<file path="src/rtl/cbh_pkg.sv">
// Shared types and constants of the circle brush height map.
`timescale 1ns / 1ps
package cbh_pkg;

    localparam int MAX_WIDTH  = 64;
    localparam int MAX_HEIGHT = 64;
    localparam int MAX_RADIUS = 15;
    localparam int ROW_SLOTS  = 2 * MAX_RADIUS + 1;
    localparam int RAISE_STEP = 10;
    localparam int HEIGHT_DEPTH = MAX_WIDTH * MAX_HEIGHT * 4;
    localparam int ADDR_W = $clog2(HEIGHT_DEPTH);
    localparam int CELL_W = ADDR_W - 2;

    // Operation codes carried in the mode field.
    localparam logic [1:0] OP_BRUSH = 2'd0;
    localparam logic [1:0] OP_READ  = 2'd1;
    localparam logic [1:0] OP_WRITE = 2'd2;
    localparam logic [1:0] OP_NONE  = 2'd3;

    // Configuration register indexes.
    localparam logic [1:0] REG_WIDTH  = 2'd0;
    localparam logic [1:0] REG_HEIGHT = 2'd1;
    localparam logic [1:0] REG_RADIUS = 2'd2;

    localparam int IN_DATA_W  = 48;
    localparam int OUT_DATA_W = 32;

    typedef struct packed {
        logic [1:0]         op;
        logic signed [7:0]  brush_x;
        logic signed [7:0]  brush_y;
        logic [5:0]         cell_x;
        logic [5:0]         cell_y;
        logic [1:0]         corner;
        logic signed [15:0] write_height;
    } item_t;

    typedef struct packed {
        logic [6:0] width;
        logic [6:0] height;
        logic [3:0] radius;
    } cfg_t;

    typedef struct packed {
        logic signed [15:0] read_height;
        logic               in_range;
        logic [10:0]        cells_raised;
    } result_t;

endpackage

</file>
<file path="src/rtl/cbh_queue.sv">
// Two-entry queue between the front end and the execution engine.
`timescale 1ns / 1ps
module cbh_queue (
    input  logic           clk,
    input  logic           rst_n,
    input  logic           push,
    input  cbh_pkg::item_t push_item,
    output logic           full,
    input  logic           pop,
    output logic           valid,
    output cbh_pkg::item_t head
);

    cbh_pkg::item_t entry_reg [2];
    logic       wr_ptr_reg, wr_ptr_next;
    logic       rd_ptr_reg, rd_ptr_next;
    logic [1:0] count_reg, count_next;

    assign full  = (count_reg == 2'd2);
    assign valid = (count_reg != 2'd0);
    assign head  = entry_reg[rd_ptr_reg];

    // Pointer and fill count update.
    always_comb
    begin
        wr_ptr_next = wr_ptr_reg ^ push;
        rd_ptr_next = rd_ptr_reg ^ pop;
        count_next  = count_reg + {1'b0, push} - {1'b0, pop};
    end

    always_ff @(posedge clk or negedge rst_n)
    begin
        if (!rst_n)
        begin
            wr_ptr_reg <= 1'b0;
            rd_ptr_reg <= 1'b0;
            count_reg  <= 2'd0;
        end
        else
        begin
            wr_ptr_reg <= wr_ptr_next;
            rd_ptr_reg <= rd_ptr_next;
            count_reg  <= count_next;
        end
    end

    // Entry storage.
    always_ff @(posedge clk)
    begin
        if (push)
        begin
            entry_reg[wr_ptr_reg] <= push_item;
        end
    end

endmodule

</file>
<file path="config.mk">
export PLATFORM = sky130hd
export DESIGN_NAME = cbh_queue
export DESIGN_NICKNAME = d
export VERILOG_FILES = /design/src/rtl/cbh_pkg.sv /design/src/rtl/cbh_queue.sv
export SDC_FILE = /design/constraint.sdc
export NUM_CORES = 1
export LEC_CHECK = 0
export BUFFER_PORTS_ARGS = -buffer_cell sky130_fd_sc_hd__buf_2
export CAP_MARGIN = 5
export CORE_ASPECT_RATIO = 1.5
export CORE_UTILIZATION = 25
export DETAILED_ROUTE_END_ITERATION = 8
export PLACE_DENSITY_LB_ADDON = 0.2
export SYNTH_ARGS = -nofsm -noshare
export SYNTH_HDL_FRONTEND = slang
export SYNTH_SLANG_ARGS = --single-unit
</file>
<file path="constraint.sdc">
create_clock -name clk -period 6.08 [get_ports clk]
set_input_delay 1.216 -clock clk [delete_from_list [all_inputs] [get_ports clk]]
set_output_delay 1.216 -clock clk [all_outputs]
set_load 0.005 [all_outputs]
</file>
; After elaboration in Yosys (flattened, before gate mapping)
; Memories as Yosys holds them, arrays and structs flattened.
; Index checks and enable logic that the tools add are counted.
[classes]
addsub = 2
n_eq_ne = 1
muxes = 2
bitwise = 2
reduce_logical = 1
[ops]
columns = cell, n
row1 = adder 2 x 1 -> 2 bit, 1
row2 = equality test 2 bit (second input constant), 1
row3 = 2-to-1 mux 1 bit, 2
row4 = nonzero test 2 bit, 1
row5 = subtractor 2 x 1 -> 2 bit, 1
row6 = bitwise XOR 1 bit, 2
[totals]
reg_bits = 4
mem_bits_rw = 96
in_bits = 52
word_cells = 12
n_memories = 1
[memory_table]
columns = memory, depth, width, rd, rd_ports_with_merged_regs, write_ports, line_no
row1 = entry_reg, 2, 48, 1, 0, 1, cbh_queue.sv:14  ; cbh_pkg::item_t entry_reg [2];

; Depth between registers and ports, before layout
; Gate-level depths: netlist (run 1).
[depth]
ltp_word = 2
ltp_mapped = 5

; Least setup slack after synthesis (run 1)
; No wires, ideal clock.
[synth_timing]
path_kind = input port to flip-flop
startpoint = in push
endpoint = mem entry_reg[0][0] in the netlist's numbering, enable pin
arrival_time_ps = 2408
required_ps = 5669
slack_ps = 3262
path_stages = 1
path_buffers = 0
path_cell_list = ha_1
[synth_between]
elab_chain_cells = 2
[synth_rtl]
columns = item, line_no
row1 = "start, declared", cbh_queue.sv:6  ; input logic push,
row2 = 2-to-1 mux 1 bit, cbh_queue.sv:50  ; if (push)
row3 = 2-to-1 mux 1 bit (implied by the code), cbh_queue.sv:52  ; entry_reg[wr_ptr_reg] <= push_item;
row4 = "end, declared", cbh_queue.sv:14
; No other way between the ends.

==> results of run 1 <==
-- per-stage QoR --
stage	utilization	hold WS (ns)	total power [mW]
5_1_grt	0.326	0.655	2.19
2_1_floorplan	-	0.575	1.34
3_3_place_gp	0.306	0.601	1.55
3_5_place_dp	0.306	0.607	1.56
4_1_cts	0.326	0.624	2.12
6_report	0.326	0.617	2.06
-- cells in the final DEF, fill, tap and decap left out --
| master | n |
|---|---|
| sky130_fd_sc_hd__mux2_4 | 10 |
| sky130_fd_sc_hd__or2_2 | 1 |
| sky130_fd_sc_hd__edfxtp_1 | 96 |
| sky130_fd_sc_hd__clkbuf_1 | 2 |
| sky130_fd_sc_hd__clkinv_4 | 1 |
| sky130_fd_sc_hd__xor2_1 | 1 |
| sky130_fd_sc_hd__bufinv_16 | 1 |
| sky130_fd_sc_hd__ha_2 | 2 |
| sky130_fd_sc_hd__dfrtp_2 | 1 |
| sky130_fd_sc_hd__inv_1 | 4 |
| sky130_fd_sc_hd__clkbuf_16 | 9 |
| sky130_fd_sc_hd__nor2b_1 | 1 |
| sky130_fd_sc_hd__clkinv_1 | 1 |
| sky130_fd_sc_hd__dfrtp_1 | 3 |
| sky130_fd_sc_hd__buf_4 | 3 |
| sky130_fd_sc_hd__buf_2 | 101 |
| sky130_fd_sc_hd__xor3_1 | 1 |
| sky130_fd_sc_hd__clkinv_2 | 2 |
| sky130_fd_sc_hd__ha_1 | 2 |
| sky130_fd_sc_hd__mux2_2 | 38 |
-- routing by layer --
metal / track usage / share of wire
met1: 0.0976 / 0.38
met2: 0.164 / 0.54
met3: 0.0374 / 0.059
met4: 0.0543 / 0.020
met5: 0 / 0
-- power groups by stage --
stage | Clock (mW) | Sequential, mW | Combinational (mW)
2_1_floorplan | 0 | 0.960 | 0.375
3_3_place_gp | 0 | 0.986 | 0.567
3_5_place_dp | 0 | 0.991 | 0.567
4_1_cts | 0.571 | 0.976 | 0.569
5_1_grt | 0.596 | 0.989 | 0.607
6_report | 0.547 | 0.972 | 0.544
-- cells by family after synthesis --
logic type | synth area share
buffers and inverters | 0.0172
and+or+nand+nor | 0.00337
adders and majority gates | 0.0135
DFF | 0.802
muxes | 0.155
xor gates and xnor gates | 0.00875
-- worst paths after layout --
kind                         startpoint                to  slack, ns  depth (start not counted)
setup / recovery             rd_ptr_reg           head[1]       2.78                          3
hold / removal             count_reg[1]      count_reg[1]       0.62                          1
setup reg to reg             wr_ptr_reg  entry_reg[0][29]       4.53                          3
hold reg to reg            count_reg[1]      count_reg[1]       0.62                          1
max in group asynchronous         rst_n        rd_ptr_reg       5.27                          1
min in group asynchronous         rst_n      count_reg[1]       0.68                          1
-- final cells by class --
class,instances,area share
timing repair buffer,104,0.111
sequential,100,0.630
clock buffer,11,0.0491
inverter,4,0.00317
clock inverter,5,0.0111
tap,196,0.0518
multi-input combinational,56,0.143
-- critical path: cells and delay by family (launching register included) --
| kind | cells | cell delay [ns] |
|---|---|---|
| flops | 1 | 0.65 |
| mux | 1 | 0.41 |
| buf+inv | 2 | 0.66 |
==> results_tabular.tex, run 1 <==
\begin{tabular}{lr}
\hline
Metric & Value \\
\hline
\multicolumn{2}{l}{\textbf{Outcome}} \\
\quad Run status & finished clean \\
\multicolumn{2}{l}{\textbf{Final layout}} \\
\quad Number of flip-flops under the largest register name & between 90 and 100 \\
\quad Footprint of the flip-flops and latches & slightly below 0.003 mm2 \\
\quad Count of non-filler cells in the finished layout & 476 \\
\quad Footprint of the multi-input gates & roughly 680 um2 \\
\quad Summed area of non-filler cells in the final layout & between 0.004 and 0.005 mm2 \\
\quad Fraction of final layout cells sized beyond drive strength 1 & 0.604 \\
\quad Fill count & 1436 \\
\quad Diodes inserted & 0 \\
\quad Area overhead of the layout relative to synthesis & 27.3\% \\
\quad \# nets final & between 300 and 400 \\
\multicolumn{2}{l}{\textbf{Logic synthesis}} \\
\quad Number of synthesized register bits & 100 \\
\quad Fraction of registers with async set or reset after synthesis & 0.0400 \\
\quad Fraction of post-synthesis cell area in the top cell type by area & 0.775 \\
\quad Cell with the most instances after synthesis & sky130\_fd\_sc\_hd\_\_edfxtp\_1 \\
\quad Net Count, Synth & between 200 and 250 \\
\quad Main flop type after synthesis & sky130\_fd\_sc\_hd\_\_edfxtp\_1 \\
\quad Count of warnings emitted by yosys & 0 \\
\quad Cell types with the highest counts after synthesis & 96 x sky130\_fd\_sc\_hd\_\_edfxtp\_1, 38 x sky130\_fd\_sc\_hd\_\_mux2\_2, 10 x sky130\_fd\_sc\_hd\_\_mux2\_4 \\
\quad Top post-synthesis cells by area & sky130\_fd\_sc\_hd\_\_edfxtp\_1 77\%, sky130\_fd\_sc\_hd\_\_mux2\_2 12\%, sky130\_fd\_sc\_hd\_\_mux2\_4 4.0\%, sky130\_fd\_sc\_hd\_\_dfrtp\_1 2.7\%, sky130\_fd\_sc\_hd\_\_ha\_1 1.3\% \\
\quad Mapped Avg Cell Area & roughly 23 um2 \\
\quad Number of flops mapped to enable cells by yosys & 96 \\
\quad Area of the mapped netlist & 0.00372 mm2 \\
\quad Gate Count Post-Synth & $\sim$170 \\
\quad Post-synth cell types & 13 \\
\quad Sequential cell area fraction in the yosys report & 0.802 \\
\quad Largest area contributor in the netlist & sky130\_fd\_sc\_hd\_\_edfxtp\_1 \\
\multicolumn{2}{l}{\textbf{Place}} \\
\quad Detail Placement HPWL & between 4 and 5 mm \\
\quad Placed instance area & about 0.0045 mm2 \\
\quad Port Buffer Count & 101 \\
\quad Instance count after placement with tap cells included & 460 \\
\quad Routability cong. & between 0.6 and 0.7 \\
\quad Post-Place Setup Slack & between 3 and 4 ns \\
\multicolumn{2}{l}{\textbf{GRT}} \\
\quad Vias in the first global route & 1911 \\
\quad Wire length of the first global-routing pass & 10.3 mm \\
\quad Number of antenna violations at the first check in global routing & 0 \\
\quad Pin count of the biggest net entering global routing & 49 \\
\quad Gr usage total & 0.0954 \\
\quad Global-route congestion overflow total & 0 \\
\multicolumn{2}{l}{\textbf{Clocking}} \\
\quad Maximum clock path buffer count & 2 \\
\quad Worst-path clk slew & about 0.060 ns \\
\quad Root Buffer Master & sky130\_fd\_sc\_hd\_\_clkbuf\_16 \\
\quad Post-CTS Hold Fix Bufs & 0 \\
\quad Cts repair resizes & 0 \\
\quad Depth of the CTS H-tree & 3 \\
\quad CTS tree & yes \\
\quad CTS buffer count & 9 \\
\quad Clock insertion delay at the later pin of the skew report & 0.33 ns \\
\quad Number of post-CTS setup repair buffers & 0 \\
\quad Clock Sink Count & 100 \\
\multicolumn{2}{l}{\textbf{Critical path}} \\
\quad Cell with the biggest individual delay on the critical path & sky130\_fd\_sc\_hd\_\_dfrtp\_2 \\
\quad Nature of the critical path endpoint & primary output \\
\quad Cells traversed along the worst timing path & buf\_4 -> mux2\_2 -> buf\_2 \\
\quad Worst EP arrival & 2.08 ns \\
\quad Crit path largest cell delay & 0.65 ns \\
\quad CP Launch Type & register \\
\quad Required @ worst endpoint & slightly below 5 ns \\
\quad Peak fanout along the critical path & 31 \\
\quad Worst Setup Path Type & reg -> out \\
\multicolumn{2}{l}{\textbf{STA}} \\
\quad Clock Skew & around 0.0072 ns \\
\quad Final cycle utilization of the critical path & 0.542 \\
\quad Number of pins with negative max-slew slack in the final report & 0 \\
\quad Min Clock Period, post-route & about 3.3 ns \\
\quad Hold violation count in the final report & 0 \\
\quad Highest clock frequency the design can meet & just over 0.3 GHz \\
\quad Sum of negative setup slack & 0 ns \\
\quad Remaining max-slew budget at the tightest pin & 0.540 \\
\quad Final setup violation count & 0 \\
\quad Unrepaired setup endpoints after global routing & no \\
\quad Smallest setup slack after layout & around 2.8 ns \\
\quad Worst slew pin tran & just under 0.7 ns \\
\multicolumn{2}{l}{\textbf{Die}} \\
\quad Total core area & around 0.015 mm2 \\
\quad Cell Rows & 54 \\
\quad Floorplan die height & around 150 um \\
\quad Area of the die & about 0.015 mm2 \\
\quad Top Ports & about 100 \\
\quad Die Span X & 102 um \\
\quad Starting utilization of the core area & 0.256 \\
\multicolumn{2}{l}{\textbf{Pwr}} \\
\quad Cell leakage power & approximately 1.8 nW \\
\quad Net switching share of the total power & 0.260 \\
\quad Clock network fraction of design power & 0.265 \\
\quad Power density over cell area & 436 mW/mm2 \\
\quad Comb power frac & 0.264 \\
\quad Int Pwr & $\sim$1.5 mW \\
\quad Worst-case vdd ir drop & between 0.0002 and 0.0003 V \\
\quad Net switching power & roughly 0.54 mW \\
\quad Flop pwr share & 0.471 \\
\multicolumn{2}{l}{\textbf{Route}} \\
\quad Number of optimization iterations in the first detailed-route pass & 4 \\
\quad Iteration-0 DRC count of the detailed router & 53 \\
\quad Total length of routed wires & just under 7 mm \\
\quad Number of nets with antenna violations after routing & 0 \\
\quad Via density per instance & about 3.9 \\
\quad Routed wire per std cell & between 10 and 15 um \\
\quad \# DRC & 0 \\
\quad Vias & roughly 1800 \\
\multicolumn{2}{l}{\textbf{Worst hold path}} \\
\quad Class of the most critical hold timing path & reg -> reg \\
\multicolumn{2}{l}{\textbf{Run}} \\
\quad Max-cap check violation count & 0 \\
\hline
\end{tabular}
No activity file was read; power rests on OpenSTA's default activity.
==> run 2, diff against run 1 <==
- clock period: 6.08 -> 2.9 ns (I/O delays scaled with it)
==> results_tabular.tex, run 2 (synthesized netlist as in run 1, its figures left out) <==
\begin{tabular}{lr}
\hline
Metric & Value \\
\hline
\multicolumn{2}{l}{\textbf{Outcome}} \\
\quad Run status & finished clean \\
\multicolumn{2}{l}{\textbf{Place}} \\
\quad Port Buffer Count & 101 \\
\quad Detail Placement HPWL & between 4 and 5 mm \\
\quad Routability cong. & 0.634 \\
\quad Instance count after placement with tap cells included & 462 \\
\multicolumn{2}{l}{\textbf{Die}} \\
\quad Die Span X & around 100 um \\
\quad Cell Rows & 54 \\
\quad Area of the die & roughly 0.015 mm2 \\
\quad Total core area & between 0.01 and 0.015 mm2 \\
\quad Starting utilization of the core area & 0.256 \\
\quad Floorplan die height & roughly 150 um \\
\quad Top Ports & between 100 and 150 \\
\multicolumn{2}{l}{\textbf{STA}} \\
\quad Hold violation count in the final report & 0 \\
\quad Unrepaired setup endpoints after global routing & no \\
\quad Final cycle utilization of the critical path & 0.827 \\
\quad Remaining max-slew budget at the tightest pin & 0.536 \\
\quad Sum of negative setup slack & 0 ns \\
\quad Min Clock Period, post-route & between 2 and 2.5 ns \\
\quad Clock Skew & about 0.0069 ns \\
\quad Number of pins with negative max-slew slack in the final report & 0 \\
\quad Worst slew pin tran & 0.696 ns \\
\quad Highest clock frequency the design can meet & approximately 0.42 GHz \\
\quad Final setup violation count & 0 \\
\multicolumn{2}{l}{\textbf{Final layout}} \\
\quad Number of flip-flops under the largest register name & 96 \\
\quad Count of non-filler cells in the finished layout & $\sim$480 \\
\quad Diodes inserted & 0 \\
\quad Area overhead of the layout relative to synthesis & 28.2\% \\
\quad Most frequent cells in the layout & 101 x sky130\_fd\_sc\_hd\_\_buf\_2, 96 x sky130\_fd\_sc\_hd\_\_edfxtp\_1, 38 x sky130\_fd\_sc\_hd\_\_mux2\_2 \\
\quad Fraction of final layout cells sized beyond drive strength 1 & 0.606 \\
\quad \# nets final & between 300 and 400 \\
\quad Leading cell type in the layout, fill and taps excluded & sky130\_fd\_sc\_hd\_\_buf\_2 \\
\quad Fill count & around 1400 \\
\multicolumn{2}{l}{\textbf{Clocking}} \\
\quad Worst-path clk slew & 0.06 ns \\
\quad Clock insertion delay at the later pin of the skew report & about 0.34 ns \\
\quad CTS tree & yes \\
\quad CTS buffer count & 9 \\
\quad Depth of the CTS H-tree & 3 \\
\quad Maximum clock path buffer count & 2 \\
\quad Root Buffer Master & sky130\_fd\_sc\_hd\_\_clkbuf\_16 \\
\quad Cts repair resizes & 0 \\
\quad Number of post-CTS setup repair buffers & 0 \\
\quad Post-CTS Hold Fix Bufs & 0 \\
\quad Clock Sink Count & 100 \\
\multicolumn{2}{l}{\textbf{Critical path}} \\
\quad Crit path largest cell delay & roughly 0.7 ns \\
\quad Peak fanout along the critical path & 20 \\
\quad Nature of the critical path endpoint & primary output \\
\quad CP Launch Type & register \\
\quad Critical register-to-register path endpoint & entry\_reg[0][47] \\
\quad Worst EP arrival & 1.82 ns \\
\quad Cell with the biggest individual delay on the critical path & sky130\_fd\_sc\_hd\_\_dfrtp\_2 \\
\quad Startpoint of the most critical register-to-register path & wr\_ptr\_reg \\
\quad Length in cells of the worst reg-to-reg path & 3 \\
\quad Worst Setup Path Type & reg -> out \\
\quad Required @ worst endpoint & $\sim$2.3 ns \\
\quad Cells traversed along the worst timing path & buf\_4 -> mux2\_2 -> buf\_2 \\
\quad Setup slack of the most critical reg-to-reg path & 1.35 ns \\
\multicolumn{2}{l}{\textbf{Route}} \\
\quad Routed wire per std cell & about 14 um \\
\quad Number of optimization iterations in the first detailed-route pass & 4 \\
\quad Iteration-0 DRC count of the detailed router & 31 \\
\quad Number of nets with antenna violations after routing & 0 \\
\quad Via density per instance & $\sim$3.9 \\
\quad Total length of routed wires & roughly 6.6 mm \\
\quad \# DRC & 0 \\
\quad Vias & between 1500 and 2000 \\
\multicolumn{2}{l}{\textbf{Pwr}} \\
\quad Flop pwr share & 0.467 \\
\quad Power density over cell area & slightly above 900 mW/mm2 \\
\quad Int Pwr & about 3.2 mW \\
\quad Comb power frac & 0.265 \\
\quad Worst-case vdd ir drop & 0.000556 V \\
\quad Net switching power & 1.14 mW \\
\quad Clock network fraction of design power & 0.268 \\
\quad Net switching share of the total power & 0.261 \\
\quad Cell leakage power & around 1.8 nW \\
\multicolumn{2}{l}{\textbf{GRT}} \\
\quad Pin count of the biggest net entering global routing & a little under 50 \\
\quad Wire length of the first global-routing pass & a little under 10 mm \\
\quad Gr usage total & 0.0898 \\
\quad Number of antenna violations at the first check in global routing & 1 \\
\quad Vias in the first global route & between 1500 and 2000 \\
\quad Global-route congestion overflow total & 0 \\
\multicolumn{2}{l}{\textbf{Run}} \\
\quad Max-cap check violation count & 0 \\
\multicolumn{2}{l}{\textbf{Worst hold path}} \\
\quad Class of the most critical hold timing path & in -> async \\
\hline
\end{tabular}
==> run 2: final cells by class <==
class | instances | area, um2 | share of cell area
multi-input cells | 56 | 678 | 0.142
clock buffers | 10 | 229 | 0.0480
inverters | 4 | 15.0 | 0.00315
clock inverters | 6 | 62.6 | 0.0131
well taps | 196 | 245 | 0.0514
flip-flops and latches | 100 | 2980 | 0.626
repair buffers | 106 | 556 | 0.116
==> run 2: power by group through the flow <==
stage                     Sequential [mW]  Clock, mW  Combinational, mW
final                                2.05       1.18               1.16
after CTS                            2.06       1.22               1.21
after global routing                 2.08       1.28               1.28
after detailed placement             2.09          0               1.21
after floorplan                      2.01          0              0.786
after global placement               2.08          0               1.20
==> run 2: worst max-delay path, delay by kind of cell, from the launching register on <==
| kind | cells | cell delay [ns] |
|---|---|---|
| mux | 1 | 0.35 |
| flops | 1 | 0.71 |
| buf+inv | 2 | 0.43 |
==> run 2: layer usage <==
layer	vias up	wire, um	track usage
met1	913	2620	0.0996
met4	2	112	0.0435
li1	867	-	-
met2	52	3520	0.150
met5	-	13	0
met3	10	301	0.0341
==> run 2: worst max-delay path by stage <==
| stage | startpoint | endpoint | slack (ns) | cells after the start |
|---|---|---|---|---|
| after floorplan | push | entry_reg[0][0] | 0.72 | 1 |
| after global placement | rd_ptr_reg | head[1] | 0.83 | 3 |
| after detailed placement | rd_ptr_reg | head[47] | 0.80 | 3 |
| after CTS | rd_ptr_reg | head[47] | 0.43 | 3 |
| after global routing | rd_ptr_reg | head[6] | 0.37 | 3 |
| final | rd_ptr_reg | head[47] | 0.50 | 3 |
==> run 2: stage by stage <==
stage	util	area [um2]	total power [mW]	setup slack, ns	hold slack (ns)
3_5_place_dp	0.308	4480	3.30	0.797	0.393
4_1_cts	0.328	4770	4.49	0.425	0.0274
3_3_place_gp	0.308	4480	3.27	0.831	0.392
5_1_grt	0.328	4770	4.65	0.369	0.0225
2_1_floorplan	-	3720	2.80	0.718	0.284
6_report	0.328	4770	4.38	0.501	0.0436
